### src/sv/slfo_pkg.sv
// Shared constants, register indexes and command codes of the step LFO.
package slfo_pkg;

    // Default sizes of the step table
    localparam int MAX_STEPS_DEF  = 64;
    localparam int LEVEL_BITS_DEF = 16;

    // Fixed field widths
    localparam int MODE_W     = 2;
    localparam int STEP_IDX_W = 6;
    localparam int INC_W      = 26;
    localparam int NS_W       = 7;
    localparam int SM_W       = 2;
    localparam int CFG_IDX_W  = 2;
    localparam int CFG_DATA_W = 26;

    // Phase format: integer steps above PHASE_FRAC fraction bits
    localparam int PHASE_FRAC = 24;
    localparam int MU_BITS    = 15;

    // Pattern length floor
    localparam int MIN_STEPS = 2;

    // Reset ramp over the first steps, rounded half away from zero
    localparam int RAMP_STEPS = 16;
    localparam int RAMP_DIV   = RAMP_STEPS - 1;
    localparam int RAMP_HALF  = RAMP_DIV / 2;

    // Register indexes on the configuration port
    localparam logic [CFG_IDX_W-1:0] CFG_PHASE_INC = 2'd0;
    localparam logic [CFG_IDX_W-1:0] CFG_NUM_STEPS = 2'd1;
    localparam logic [CFG_IDX_W-1:0] CFG_SMOOTHING = 2'd2;

    // Register reset values
    localparam logic [INC_W-1:0] PHASE_INC_RST = 26'd48697;
    localparam logic [NS_W-1:0]  NUM_STEPS_RST = 7'd16;
    localparam logic [SM_W-1:0]  SMOOTHING_RST = 2'd0;

    // Input commands
    localparam logic [MODE_W-1:0] MODE_TICK  = 2'd0;
    localparam logic [MODE_W-1:0] MODE_WRITE = 2'd1;
    localparam logic [MODE_W-1:0] MODE_RESET = 2'd2;

    // Smoothing selections; any other code means cubic
    localparam logic [SM_W-1:0] SMOOTH_HOLD   = 2'd0;
    localparam logic [SM_W-1:0] SMOOTH_LINEAR = 2'd1;

endpackage

### src/sv/slfo_step_mem.sv
// Step level memory: one write port, one registered read port, reset ramp via valid bits.
module slfo_step_mem #(
    parameter int MAX_STEPS  = slfo_pkg::MAX_STEPS_DEF,
    parameter int LEVEL_BITS = slfo_pkg::LEVEL_BITS_DEF
) (
    input  logic                          clk,
    input  logic                          rst_n,
    input  logic                          wr_en,
    input  logic [$clog2(MAX_STEPS)-1:0]  wr_addr,
    input  logic signed [LEVEL_BITS-1:0]  wr_data,
    input  logic [$clog2(MAX_STEPS)-1:0]  rd_addr,
    output logic signed [LEVEL_BITS-1:0]  rd_data
);
    import slfo_pkg::*;

    localparam int RAMP_SEL_W = $clog2(RAMP_STEPS);

    // Build the reset ramp from minus full scale to plus full scale
    function automatic logic [RAMP_STEPS*LEVEL_BITS-1:0] build_ramp();
        logic [RAMP_STEPS*LEVEL_BITS-1:0] tbl;
        int num;
        int lvl;
        int lmax;
        lmax = (1 << (LEVEL_BITS - 1)) - 1;
        tbl  = '0;
        for (int i = 0; i < RAMP_STEPS; i++)
        begin
            num = (2 * i - (RAMP_STEPS - 1)) * lmax;
            if (num >= 0)
            begin
                lvl = (num + RAMP_HALF) / RAMP_DIV;
            end
            else
            begin
                lvl = -((-num + RAMP_HALF) / RAMP_DIV);
            end
            tbl[i*LEVEL_BITS +: LEVEL_BITS] = LEVEL_BITS'(lvl);
        end
        return tbl;
    endfunction

    localparam logic [RAMP_STEPS*LEVEL_BITS-1:0] RAMP_TABLE = build_ramp();

    logic [LEVEL_BITS-1:0] step_mem [MAX_STEPS];
    logic [MAX_STEPS-1:0]  valid_reg;
    logic [LEVEL_BITS-1:0] mem_rd_reg;
    logic [LEVEL_BITS-1:0] ramp_rd_reg;
    logic                  valid_rd_reg;
    logic [RAMP_SEL_W-1:0] ramp_sel;
    logic [LEVEL_BITS-1:0] ramp_lvl;

    // Look up the reset level of the addressed step
    assign ramp_sel = RAMP_SEL_W'(rd_addr);
    assign ramp_lvl = (rd_addr < RAMP_STEPS) ? RAMP_TABLE[ramp_sel*LEVEL_BITS +: LEVEL_BITS]
                                             : '0;

    // Write and read the array
    always_ff @(posedge clk)
    begin
        if (wr_en)
        begin
            step_mem[wr_addr] <= wr_data;
        end
        mem_rd_reg  <= step_mem[rd_addr];
        ramp_rd_reg <= ramp_lvl;
    end

    // Mark written entries; reset makes every entry read as its ramp level, zero past the ramp
    always_ff @(posedge clk or negedge rst_n)
    begin
        if (!rst_n)
        begin
            valid_reg    <= '0;
            valid_rd_reg <= 1'b0;
        end
        else
        begin
            if (wr_en)
            begin
                valid_reg[wr_addr] <= 1'b1;
            end
            valid_rd_reg <= valid_reg[rd_addr];
        end
    end

    assign rd_data = valid_rd_reg ? $signed(mem_rd_reg) : $signed(ramp_rd_reg);

endmodule

### src/sv/step_lfo_interpolator.sv
// Step LFO top level: phase wrap, table reads and hold, linear or cubic interpolation.
// Sequence: a tick gives its sample after the phase wrap, the table reads and the interpolation;
//   write and phase reset items finish in the cycle of their transfer.
// Throughput: one item at a time; a tick occupies the block until its sample is taken, through the phase
//   wrap remainder (one bit a cycle), four reads of the single read port memory and the shared multiplier.
// Reset: phase and registers return to defaults at once; the table reads as the reset ramp.
module step_lfo_interpolator #(
    parameter int MAX_STEPS  = slfo_pkg::MAX_STEPS_DEF,
    parameter int LEVEL_BITS = slfo_pkg::LEVEL_BITS_DEF
) (
    input  logic                              clk,
    input  logic                              rst_n,
    input  logic                              cfg_valid,
    output logic                              cfg_ready,
    input  logic [slfo_pkg::CFG_IDX_W-1:0]    cfg_index,
    input  logic [slfo_pkg::CFG_DATA_W-1:0]   cfg_data,
    input  logic                              in_valid,
    output logic                              in_ready,
    input  logic [slfo_pkg::MODE_W-1:0]       mode,
    input  logic [slfo_pkg::STEP_IDX_W-1:0]   step_index,
    input  logic signed [LEVEL_BITS-1:0]      step_value,
    output logic                              out_valid,
    input  logic                              out_ready,
    output logic signed [LEVEL_BITS+1:0]      sample_out
);
    import slfo_pkg::*;

    localparam int IDX_W   = $clog2(MAX_STEPS);
    localparam int N_W     = $clog2(MAX_STEPS + 1);
    localparam int PHASE_W = IDX_W + PHASE_FRAC;
    localparam int SUM_W   = ((PHASE_W > INC_W) ? PHASE_W : INC_W) + 1;
    localparam int SINT_W  = SUM_W - PHASE_FRAC;
    localparam int CNT_W   = $clog2(SINT_W);
    localparam int B_W     = LEVEL_BITS + 4;
    localparam int ACC_W   = LEVEL_BITS + 21;
    localparam int PROD_W  = ACC_W + MU_BITS + 1;
    localparam int OUT_W   = LEVEL_BITS + 2;

    localparam logic [LEVEL_BITS-1:0] LEVEL_MIN     = LEVEL_BITS'(1) << (LEVEL_BITS - 1);
    localparam logic [LEVEL_BITS-1:0] LEVEL_NEG_MAX = LEVEL_MIN | LEVEL_BITS'(1);
    localparam logic signed [PROD_W-1:0] RND_MU     = PROD_W'(1) << (MU_BITS - 1);
    localparam logic signed [PROD_W-1:0] RND_FINAL  = PROD_W'(1) << (2 * MU_BITS);

    // Sequencer states
    localparam logic [4:0] S_IDLE = 5'd0;
    localparam logic [4:0] S_MOD  = 5'd1;
    localparam logic [4:0] S_RD0  = 5'd2;
    localparam logic [4:0] S_RD1  = 5'd3;
    localparam logic [4:0] S_RD2  = 5'd4;
    localparam logic [4:0] S_RD3  = 5'd5;
    localparam logic [4:0] S_RD4  = 5'd6;
    localparam logic [4:0] S_RD5  = 5'd7;
    localparam logic [4:0] S_COEF = 5'd8;
    localparam logic [4:0] S_MUL1 = 5'd9;
    localparam logic [4:0] S_ADD1 = 5'd10;
    localparam logic [4:0] S_MUL2 = 5'd11;
    localparam logic [4:0] S_ADD2 = 5'd12;
    localparam logic [4:0] S_MUL3 = 5'd13;
    localparam logic [4:0] S_ADD3 = 5'd14;
    localparam logic [4:0] S_DONE = 5'd15;

    logic [4:0]             state_reg;
    logic [INC_W-1:0]       phase_inc_reg;
    logic [NS_W-1:0]        num_steps_reg;
    logic [SM_W-1:0]        smooth_reg;
    logic [PHASE_W-1:0]     phase_reg;
    logic                   out_valid_reg;

    logic [SINT_W-1:0]      sum_int_reg;
    logic [PHASE_FRAC-1:0]  frac_reg;
    logic [IDX_W-1:0]       rem_reg;
    logic [CNT_W-1:0]       cnt_reg;
    logic signed [LEVEL_BITS-1:0] y0_reg;
    logic signed [LEVEL_BITS-1:0] y1_reg;
    logic signed [LEVEL_BITS-1:0] y2_reg;
    logic signed [LEVEL_BITS-1:0] y3_reg;
    logic signed [B_W-1:0]  b1_reg;
    logic signed [B_W-1:0]  b2_reg;
    logic signed [ACC_W-1:0] acc_reg;
    logic signed [PROD_W-1:0] prod_reg;
    logic signed [OUT_W-1:0] res_reg;
    logic signed [OUT_W-1:0] sample_reg;

    logic                   in_fire;
    logic                   out_load;
    logic [N_W-1:0]         pat_len;
    logic [SUM_W-1:0]       sum_c;
    logic [IDX_W:0]         div_t;
    logic [IDX_W-1:0]       div_rem;
    logic [IDX_W-1:0]       k0;
    logic [IDX_W-1:0]       k1;
    logic [IDX_W-1:0]       km;
    logic [IDX_W-1:0]       k2;
    logic [MU_BITS-1:0]     mu;
    logic signed [B_W-1:0]  yw0;
    logic signed [B_W-1:0]  yw1;
    logic signed [B_W-1:0]  yw2;
    logic signed [B_W-1:0]  yw3;
    logic signed [B_W-1:0]  b0_c;
    logic signed [B_W-1:0]  b1_c;
    logic signed [B_W-1:0]  b2_c;
    logic signed [PROD_W-1:0] r15_w;
    logic signed [PROD_W-1:0] r31_w;

    logic                   mem_wr_en;
    logic [IDX_W-1:0]       mem_wr_addr;
    logic signed [LEVEL_BITS-1:0] mem_wr_data;
    logic [IDX_W-1:0]       mem_rd_addr;
    logic signed [LEVEL_BITS-1:0] mem_rd_data;

    // Handshakes
    assign cfg_ready  = 1'b1;
    assign in_ready   = (state_reg == S_IDLE);
    assign in_fire    = in_valid && in_ready;
    assign out_load   = (state_reg == S_DONE) && (!out_valid_reg || out_ready);
    assign out_valid  = out_valid_reg;
    assign sample_out = sample_reg;

    // Configuration registers
    always_ff @(posedge clk or negedge rst_n)
    begin
        if (!rst_n)
        begin
            phase_inc_reg <= PHASE_INC_RST;
            num_steps_reg <= NUM_STEPS_RST;
            smooth_reg    <= SMOOTHING_RST;
        end
        else if (cfg_valid)
        begin
            unique case (cfg_index)
                CFG_PHASE_INC: phase_inc_reg <= cfg_data[INC_W-1:0];
                CFG_NUM_STEPS: num_steps_reg <= cfg_data[NS_W-1:0];
                CFG_SMOOTHING: smooth_reg    <= cfg_data[SM_W-1:0];
                default:       ;
            endcase
        end
    end

    // Clamp the pattern length
    always_comb
    begin
        if (num_steps_reg < NS_W'(MIN_STEPS))
        begin
            pat_len = N_W'(MIN_STEPS);
        end
        else if (int'(num_steps_reg) > MAX_STEPS)
        begin
            pat_len = N_W'(MAX_STEPS);
        end
        else
        begin
            pat_len = N_W'(num_steps_reg);
        end
    end

    // Advance the phase; one restoring remainder step on the integer part per cycle
    assign sum_c   = SUM_W'(phase_reg) + SUM_W'(phase_inc_reg);
    assign div_t   = {rem_reg, sum_int_reg[SINT_W-1]};
    assign div_rem = (div_t >= (IDX_W+1)'(pat_len)) ? IDX_W'(div_t - (IDX_W+1)'(pat_len))
                                                    : IDX_W'(div_t);

    // Current step, its circular neighbours and the weight
    assign k0 = phase_reg[PHASE_W-1:PHASE_FRAC];
    assign mu = phase_reg[PHASE_FRAC-1 -: MU_BITS];
    assign k1 = ((N_W'(k0) + N_W'(1)) == pat_len) ? '0 : IDX_W'(N_W'(k0) + N_W'(1));
    assign km = (k0 == '0) ? IDX_W'(pat_len - N_W'(1)) : IDX_W'(k0 - IDX_W'(1));
    assign k2 = ((N_W'(k1) + N_W'(1)) == pat_len) ? '0 : IDX_W'(N_W'(k1) + N_W'(1));

    // Select the read address for each read slot; data returns in the next slot
    always_comb
    begin
        unique case (state_reg)
            S_RD1:   mem_rd_addr = k0;
            S_RD2:   mem_rd_addr = k1;
            S_RD3:   mem_rd_addr = km;
            default: mem_rd_addr = k2;
        endcase
    end

    // Store a clamped level when the step lies inside the pattern
    assign mem_wr_en   = in_fire && (mode == MODE_WRITE) && (step_index < pat_len);
    assign mem_wr_addr = IDX_W'(step_index);
    assign mem_wr_data = (step_value == LEVEL_MIN) ? $signed(LEVEL_NEG_MAX) : step_value;

    slfo_step_mem #(
        .MAX_STEPS  (MAX_STEPS),
        .LEVEL_BITS (LEVEL_BITS)
    ) u_step_mem (
        .clk     (clk),
        .rst_n   (rst_n),
        .wr_en   (mem_wr_en),
        .wr_addr (mem_wr_addr),
        .wr_data (mem_wr_data),
        .rd_addr (mem_rd_addr),
        .rd_data (mem_rd_data)
    );

    // Doubled cubic coefficients
    assign yw0  = B_W'(y0_reg);
    assign yw1  = B_W'(y1_reg);
    assign yw2  = B_W'(y2_reg);
    assign yw3  = B_W'(y3_reg);
    assign b0_c = -yw0 + (yw1 <<< 1) + yw1 - (yw2 <<< 1) - yw2 + yw3;
    assign b1_c = (yw0 <<< 1) - (yw1 <<< 2) - yw1 + (yw2 <<< 2) - yw3;
    assign b2_c = yw2 - yw0;

    // Round the product to nearest, halves upward
    assign r15_w = (prod_reg + RND_MU) >>> MU_BITS;
    assign r31_w = (prod_reg + RND_FINAL) >>> (2 * MU_BITS + 1);

    // Sequence control, phase and output valid
    always_ff @(posedge clk or negedge rst_n)
    begin
        if (!rst_n)
        begin
            state_reg     <= S_IDLE;
            phase_reg     <= '0;
            out_valid_reg <= 1'b0;
        end
        else
        begin
            unique case (state_reg)
                S_IDLE:
                begin
                    if (in_fire)
                    begin
                        unique case (mode)
                            MODE_TICK:  state_reg <= S_MOD;
                            MODE_RESET: phase_reg <= '0;
                            default:    ;
                        endcase
                    end
                end
                S_MOD:
                begin
                    if (cnt_reg == '0)
                    begin
                        phase_reg <= {div_rem, frac_reg};
                        state_reg <= S_RD0;
                    end
                end
                S_RD0: state_reg <= S_RD1;
                S_RD1: state_reg <= S_RD2;
                S_RD2: state_reg <= S_RD3;
                S_RD3: state_reg <= S_RD4;
                S_RD4: state_reg <= S_RD5;
                S_RD5: state_reg <= S_COEF;
                S_COEF:
                begin
                    state_reg <= (smooth_reg == SMOOTH_HOLD) ? S_DONE : S_MUL1;
                end
                S_MUL1: state_reg <= S_ADD1;
                S_ADD1:
                begin
                    state_reg <= (smooth_reg == SMOOTH_LINEAR) ? S_DONE : S_MUL2;
                end
                S_MUL2: state_reg <= S_ADD2;
                S_ADD2: state_reg <= S_MUL3;
                S_MUL3: state_reg <= S_ADD3;
                S_ADD3: state_reg <= S_DONE;
                S_DONE:
                begin
                    if (out_load)
                    begin
                        state_reg <= S_IDLE;
                    end
                end
                default: state_reg <= S_IDLE;
            endcase

            // Hold a waiting sample until its transfer
            if (out_load)
            begin
                out_valid_reg <= 1'b1;
            end
            else if (out_ready)
            begin
                out_valid_reg <= 1'b0;
            end
        end
    end

    // Datapath registers
    always_ff @(posedge clk)
    begin
        unique case (state_reg)
            S_IDLE:
            begin
                if (in_fire && (mode == MODE_TICK))
                begin
                    sum_int_reg <= sum_c[SUM_W-1:PHASE_FRAC];
                    frac_reg    <= sum_c[PHASE_FRAC-1:0];
                    rem_reg     <= '0;
                    cnt_reg     <= CNT_W'(SINT_W - 1);
                end
            end
            S_MOD:
            begin
                rem_reg     <= div_rem;
                sum_int_reg <= sum_int_reg << 1;
                cnt_reg     <= cnt_reg - CNT_W'(1);
            end
            S_RD2: y1_reg <= mem_rd_data;
            S_RD3: y2_reg <= mem_rd_data;
            S_RD4: y0_reg <= mem_rd_data;
            S_RD5: y3_reg <= mem_rd_data;
            S_COEF:
            begin
                b1_reg <= b1_c;
                b2_reg <= b2_c;
                unique case (smooth_reg)
                    SMOOTH_HOLD:   res_reg <= OUT_W'(y1_reg);
                    SMOOTH_LINEAR: acc_reg <= ACC_W'(yw2 - yw1);
                    default:       acc_reg <= ACC_W'(b0_c);
                endcase
            end
            S_MUL1, S_MUL2, S_MUL3:
            begin
                prod_reg <= acc_reg * $signed({1'b0, mu});
            end
            S_ADD1:
            begin
                if (smooth_reg == SMOOTH_LINEAR)
                begin
                    res_reg <= OUT_W'(r15_w + PROD_W'(y1_reg));
                end
                else
                begin
                    acc_reg <= ACC_W'(prod_reg + (PROD_W'(b1_reg) <<< MU_BITS));
                end
            end
            S_ADD2:
            begin
                acc_reg <= ACC_W'(r15_w + (PROD_W'(b2_reg) <<< MU_BITS));
            end
            S_ADD3:
            begin
                res_reg <= OUT_W'(r31_w + PROD_W'(y1_reg));
            end
            S_DONE:
            begin
                if (out_load)
                begin
                    sample_reg <= res_reg;
                end
            end
            default: ;
        endcase
    end

endmodule

### config.mk
export PLATFORM = sky130hd
export DESIGN_NAME = step_lfo_interpolator
export DESIGN_NICKNAME = d
export VERILOG_FILES = /design/src/sv/slfo_pkg.sv /design/src/sv/slfo_step_mem.sv /design/src/sv/step_lfo_interpolator.sv
export SDC_FILE = /design/constraint.sdc
export NUM_CORES = 2
export LEC_CHECK = 0
export BUFFER_PORTS_ARGS = -buffer_cell sky130_fd_sc_hd__buf_2
export CAP_MARGIN = 15
export CORE_MARGIN = 2
export CORE_UTILIZATION = 25
export CTS_CLUSTER_DIAMETER = 60
export CTS_CLUSTER_SIZE = 20
export DETAILED_ROUTE_END_ITERATION = 8
export GPL_TIMING_DRIVEN = 0
export PLACE_DENSITY_LB_ADDON = 0.25
export SKIP_LAST_GASP = 1
export SYNTH_ARGS = -nofsm -noshare
export SYNTH_HDL_FRONTEND = slang
export SYNTH_HIERARCHICAL = 1
export SYNTH_SLANG_ARGS = --single-unit
### constraint.sdc
create_clock -name clk -period 8.5 [get_ports clk]
set_input_delay 0.85 -clock clk [delete_from_list [all_inputs] [get_ports clk]]
set_output_delay 0.85 -clock clk [all_outputs]
set_load 0.02 [all_outputs]
[Word-level counts from Yosys, hierarchy flattened]
Memories as Yosys holds them, arrays and structs flattened. A register that Yosys moved wholly into a read port is not among the register bits.
Index checks and enable logic that the tools add are counted.
Storage, ports and cells
  register bits: 418
  RAM bits: 1024
  memories kept: 1
Memory list
  u_step_mem.step_mem: words 64, bits a word 16, read ports 1, clocked after Yosys merged registers in 1, wr ports 1, line slfo_step_mem.sv:44  | logic [LEVEL_BITS-1:0] step_mem [MAX_STEPS];
Operators by class
  reduce and logical (&&, ||, !) cells: 29
  add/sub/neg operators: 25
  multiplexer cells: 40
  eq/ne operators: 33
  bitwise logic cells: 1
  shifts and indexed selects: 1
  multipliers: 1
  magnitude comparators: 8
Operators with widths (number)
  256-bit by 9-bit indexed part select with 16-bit output (first input constant): 1
  37-bit one-hot mux with 3 select lines: 1
  30-bit two-way mux: 3
  5-bit one-hot mux with 16 select lines: 1
  37-bit one-hot mux with 2 select lines: 1
  64-bit OR: 1
  30-bit one-hot mux with 2 select lines: 1
  18-bit one-hot mux with 3 select lines: 1
  52-bit by 16-bit adder with 52-bit output (second input constant): 1
  37-bit by 16-bit multiplier with 52-bit output: 1
  49-bit by 32-bit adder with 49-bit output (second input constant): 1
  20-bit by 16-bit adder with 20-bit output: 2
  5-bit by 4-bit equality test with 1-bit output (second input constant): 8
  20-bit by 16-bit subtractor with 20-bit output: 2
  37-bit by 32-bit adder with 37-bit output: 1
  37-bit by 35-bit adder with 37-bit output: 1
  37-bit two-way mux: 1
  18-bit by 16-bit adder with 18-bit output: 2
  18-bit two-way mux: 2
  16-bit by 16-bit subtractor with 17-bit output: 2
  16-bit two-way mux: 2
  30-bit by 26-bit adder with 31-bit output: 1
  6-bit two-way mux: 5
  7-bit two-way mux: 3
  other kinds (48): 93

[Logic depth before layout (Yosys ltp)]
  depth in word-level cells: 11
  gate-level depth with buffers: 32

[By module]
The synthesis kept the hierarchy.
Modules (own cells, without submodules)
  slfo_step_mem: seq. area each 32876.5 µm², area an instance 42948.7 µm², times used 1, cells an instance 2130
  step_lfo_interpolator: seq. area each 9753.1 µm², area an instance 42423.2 µm², times used 1, cells an instance 4334

[Worst setup path before layout]
No wires, ideal clock.
  path type: register to register
  from: register phase_reg[10]
  to: register prod_reg[36] (data pin)
  cell stages (with the launch flop): 25
  arrival time: 6.308 ns
  setup slack: 1.932 ns
  clock period less this slack: 6.568 ns
  path buffers: 2
  library setup time: 0.260 ns
  cell sequence: dfrtp_1 clkbuf_1 clkbuf_1 nand2_1 fa_1 fa_1 fa_1 inv_1 fa_1 fa_1 inv_1 fa_1 inv_1 ha_1 a21o_1 a21o_1 a21oi_1 o211ai_1 o211ai_1 and2_1 o21ai_0 a211o_1 a221o_1 a21oi_1 xnor2_1
On the way
  cells in the longest elaborated chain, start to end: 1
RTL lines
  from (decl): line step_lfo_interpolator.sv:66  | logic [PHASE_W-1:0] phase_reg;
  from (signal assigned): line step_lfo_interpolator.sv:238  | phase_reg <= {div_rem, frac_reg};
  37-bit by 16-bit multiplier with 52-bit output: line step_lfo_interpolator.sv:319  | prod_reg <= acc_reg * $signed({1'b0, mu});
  to (signal assigned): line step_lfo_interpolator.sv:319
  to (decl): line step_lfo_interpolator.sv:80  | logic signed [PROD_W-1:0] prod_reg;
No other way between the ends.
A chain may end at the register's enable or synchronous reset.

[Final worst setup path]
  from: register phase_reg[25]
  to: register u_step_mem.mem_rd_reg[8], read port of u_step_mem.step_mem
On the way
  cells in the longest elaborated chain, start to end: 7
  elaborated cells on any way between the ends: 10
  classes of those cells: add/sub: 3; eq/ne: 2; mux: 4; reduce/logical: 1
RTL lines
  6-bit by 1-bit adder with 7-bit output: line step_lfo_interpolator.sv:165  | assign k1 = ((N_W'(k0) + N_W'(1)) == pat_len) ? '0 : IDX_W'(N_W'(k0) + N_W'(1));
  7-bit equality test: line step_lfo_interpolator.sv:165
  6-bit two-way mux: line step_lfo_interpolator.sv:165
  6-bit by 1-bit adder with 7-bit output: line step_lfo_interpolator.sv:167  | assign k2 = ((N_W'(k1) + N_W'(1)) == pat_len) ? '0 : IDX_W'(N_W'(k1) + N_W'(1));
  7-bit equality test: line step_lfo_interpolator.sv:167
  6-bit two-way mux: line step_lfo_interpolator.sv:167
  6-bit one-hot mux with 3 select lines *: line step_lfo_interpolator.sv:172  | unique case (state_reg)
  named net mem_rd_addr[0]: line step_lfo_interpolator.sv:108  | logic [IDX_W-1:0] mem_rd_addr;
  to (decl): line slfo_step_mem.sv:46  | logic [LEVEL_BITS-1:0] mem_rd_reg;
The timed path passes the listed nets; every way through them passes the cells marked *.

==> reports/qor.yml <==
detailed_routing:
  drtPass1Iterations: 5
  via_per_inst: 4.660
  drt_iter0_drc: 4451
  final_antenna_net_count: 0
  drc_errors: 0
  post_drt_wl_per_cell_um: 23.67
  routed_wirelength_mm: 269.1
  vias: 52980
finish:
  most-common-layout-cells: "edfxtp_1 (1290), inv_1 (768), fa_1 (636)"
  stdcell_count: 11370
  final_common_cell: "edfxtp_1"
  nets: 7740
  seq_area_um2: 42630
  area_growth_pct: 13.57
  drive_above_1_share: 0.1294
  largest_register_ffs: 1024
  fin_area_um2: 96960
  multi_input_area_um2: 38690
  nFillCells: 34510
global_routing:
  overflow: 0
  grtUsageTotal: 0.1540
  grt_max_degree: 85
  grt_pass1_wl_mm: 390.6
  antenna_found_initial: 13
  grt_pass1_vias: 54260
clock_tree:
  clk_path_buf_depth: 3
  clock_sinks: 1450
  cts_tree: "built"
  numCtsBuffers: 104
  worstSkewPairLatency_ns: 0.81
  htreeDepth: 3
  path_clk_slew_ns: 0.08
  postCtsSetupBuffers: 0
  cts-root-buf: "clkbuf_16"
pwr:
  swShare: 0.4265
  seq_power_share: 0.334
  intPower_w: 0.01617
  leakage_nw: 36.49
  clkPwrFrac: 0.188
  vdd_drop_max_v: 0.0002372
  power_density_nw_per_um2: 290.8
  combPwrFrac: 0.478
  switching_power_w: 0.01202
timing:
  slew_headroom: 0.1722
  rsz0062_at_grt: "no"
  report.final.hold_viol_count: 0
  fin_ws_ns: 0.3153
  fin_worst_skew_ns: 0.08663
  worst_pin_slew_ns: 1.238
  fin_crit_ns: 8.185
  slew_violations: 0
  min_period_over_period: 0.9629
  setup_violations: 0
  max_freq_ghz: 0.1222
worst_setup_path:
  path_buf_inv: 8
  crit_arrival_ns: 8.75
  crit_type: "reg2reg"
  cp_data_required_time_ns: 9.07
  crit_path_start_kind: "flip-flop"
  cp_top_family: "compound AO/OA/AOI/OAI gates"
  critPathCaptureType: "flip-flop"
  max_stage_delay_ns: 0.66
  worst_path_max_delay_cell: "o211ai_1"
  worstPathMaxFanout: 10
  crit_top_cell: "buf_6"
yosys:
  async_flop_share: 0.09310
  netlist_area_um2: 85370
  synthFlopType: "edfxtp_1"
  synth_fp_nets: 7464
  synth_edf_count: 1290
  yosysSeqAreaShare: 0.4993
  synth-seq-cells: 1450
  syn_inst: 6464
  ys_warn_count: 6
  synth_cell_types: 93
  synth.avg_cell_area_um2: 13.21
placed_design:
  portBuffers: 76
  placedCellCount: 11170
  place_area_um2: 93360
  dp_hpwl_mm: 206.6
  gp_congestion: 0.8849
  place_ws_ns: -0.3924
floorplan:
  rows: 214
  fp.dieW_um: 588.4
  start_util: 0.2513
  pin_count: 78
  die_area_um2: 346200
  die_h_um: 588.4
  core-area_um2: 339800
status:
  status: "finished, final reports clean"
flow_run:
  drv_cap: 0
min_path:
  min_path_type: "in2reg"
-- layer usage --
metal / vias up / global-route usage / part of all wire
li1: 23180 / - / -
met1: 27840 / 0.2131 / 0.45
met2: 1626 / 0.2519 / 0.47
met3: 333 / 0.01948 / 0.052
met5: - / 0 / 0.000048
met4: 2 / 0.04454 / 0.032
-- cells in the mapped netlist, types with 16 or more instances --
cell | n | area share
edfxtp_1 | 1290 | 0.45
inv_1 | 768 | 0.034
fa_1 | 636 | 0.15
nand2_1 | 575 | 0.025
ha_1 | 307 | 0.045
nor2_1 | 307 | 0.013
and2_1 | 236 | 0.017
mux4_2 | 210 | 0.055
a21oi_1 | 209 | 0.012
clkbuf_1 | 208 | 0.0091
xnor2_1 | 163 | 0.017
mux2i_1 | 148 | 0.017
o21ai_0 | 143 | 0.0084
dfrtp_1 | 124 | 0.036
xor2_1 | 83 | 0.0085
or2_2 | 72 | 0.0053
a21o_1 | 66 | 0.0058
nand3_1 | 63 | 0.0037
mux2_2 | 54 | 0.0071
nor2b_1 | 53 | 0.0039
a22o_1 | 50 | 0.0051
nor3_1 | 50 | 0.0029
nand2b_1 | 47 | 0.0034
a31oi_1 | 42 | 0.0031
buf_2 | 33 | 0.0019
a211oi_1 | 32 | 0.0028
o221ai_1 | 31 | 0.0032
a211o_1 | 30 | 0.0031
o211ai_1 | 27 | 0.0024
and3_1 | 25 | 0.0018
dfxtp_1 | 25 | 0.0059
a221o_1 | 20 | 0.0023
o21a_1 | 19 | 0.0017
o22ai_1 | 19 | 0.0014
or3_1 | 18 | 0.0013
a21boi_0 | 17 | 0.0015
a22oi_1 | 17 | 0.0015
buf_6 | 17 | 0.0022
nand4_1 | 16 | 0.0012
-- worst register-to-register path: cells and delay by family, from the launching register on --
kind / cells / cell delay, ns
compound gates: 12 / 2.91
simple gates: 6 / 1.58
buf+inv: 8 / 1.55
xor+xnor: 2 / 0.68
flops: 1 / 0.47
fa+ha+maj: 2 / 0.44
mux: 2 / 0.40
-- per-stage QoR --
stage | utilization | hold WS [ns] | setup TNS, ns | total power, W
4_1_cts | 0.2853 | 0.3219 | 0 | 0.02836
6_report | 0.2853 | 0.3648 | 0 | 0.02820
3_3_place_gp | 0.2691 | 0.4071 | -2.027 | 0.02289
5_1_grt | 0.2853 | 0.3388 | 0 | 0.02980
2_1_floorplan | - | 0.4003 | 0 | 0.01777
3_5_place_dp | 0.2748 | 0.4052 | -1.440 | 0.02298
-- kinds of logic (layout without fill, tap and decap cells) --
group | count (synthesis) | after routing | synth area share
AO/OA/AOI/OAI | 833 | 833 | 0.06601
XOR/XNOR | 248 | 248 | 0.02582
adder cells (fa/ha/maj) | 943 | 943 | 0.1941
buffers and inverters | 1060 | 1426 | 0.05001
flip-flops | 1450 | 1450 | 0.4993
multiplexers | 412 | 412 | 0.07987
other | 1 | 4 | 0.00004393
AND/OR/NAND/NOR | 1517 | 1517 | 0.08477
-- power by group through the flow --
stage | sequential, W | clock, W | combinational [W]
after detailed placement | 0.00958 | 0 | 0.0134
after CTS | 0.00944 | 0.00544 | 0.0135
final | 0.00943 | 0.00529 | 0.0135
after global routing | 0.00949 | 0.00567 | 0.0146
after global placement | 0.00964 | 0 | 0.0132
after floorplan | 0.00919 | 0 | 0.00858
-- path summary, 6_finish.rpt --
kind | startpoint | slack (ns) | cells after the start | to
min in group asynchronous | rst_n | 0.61 | 2 | u_step_mem/valid_reg[40]
worst max register to register | phase_reg[25] | 0.32 | 32 | u_step_mem/mem_rd_reg[8]
worst min register to register | res_reg[13] | 0.39 | 0 | sample_out[13]
max in group asynchronous | rst_n | 6.72 | 3 | phase_inc_reg[18]
worst max-delay path | phase_reg[25] | 0.32 | 32 | u_step_mem/mem_rd_reg[8]
worst min-delay path | cfg_data[20] | 0.36 | 2 | phase_inc_reg[20]
-- final cells by class --
type,instances,area share
sequential,1450,0.4397
multi-input combinational,3954,0.3990
clock buffer,139,0.02887
clock inverter,57,0.007743
antenna,3,0.00007743
tap,4536,0.05854
inverter,769,0.02977
buffer,290,0.01494
timing repair buffer,171,0.02133
-- repair_timing --
action	in CTS	in global routing
gates resized for setup	8	19
setup endpoints to repair	12	12
hold endpoints to repair	13	0
hold buffers	1	0
(Power assumes the default switching activity.)
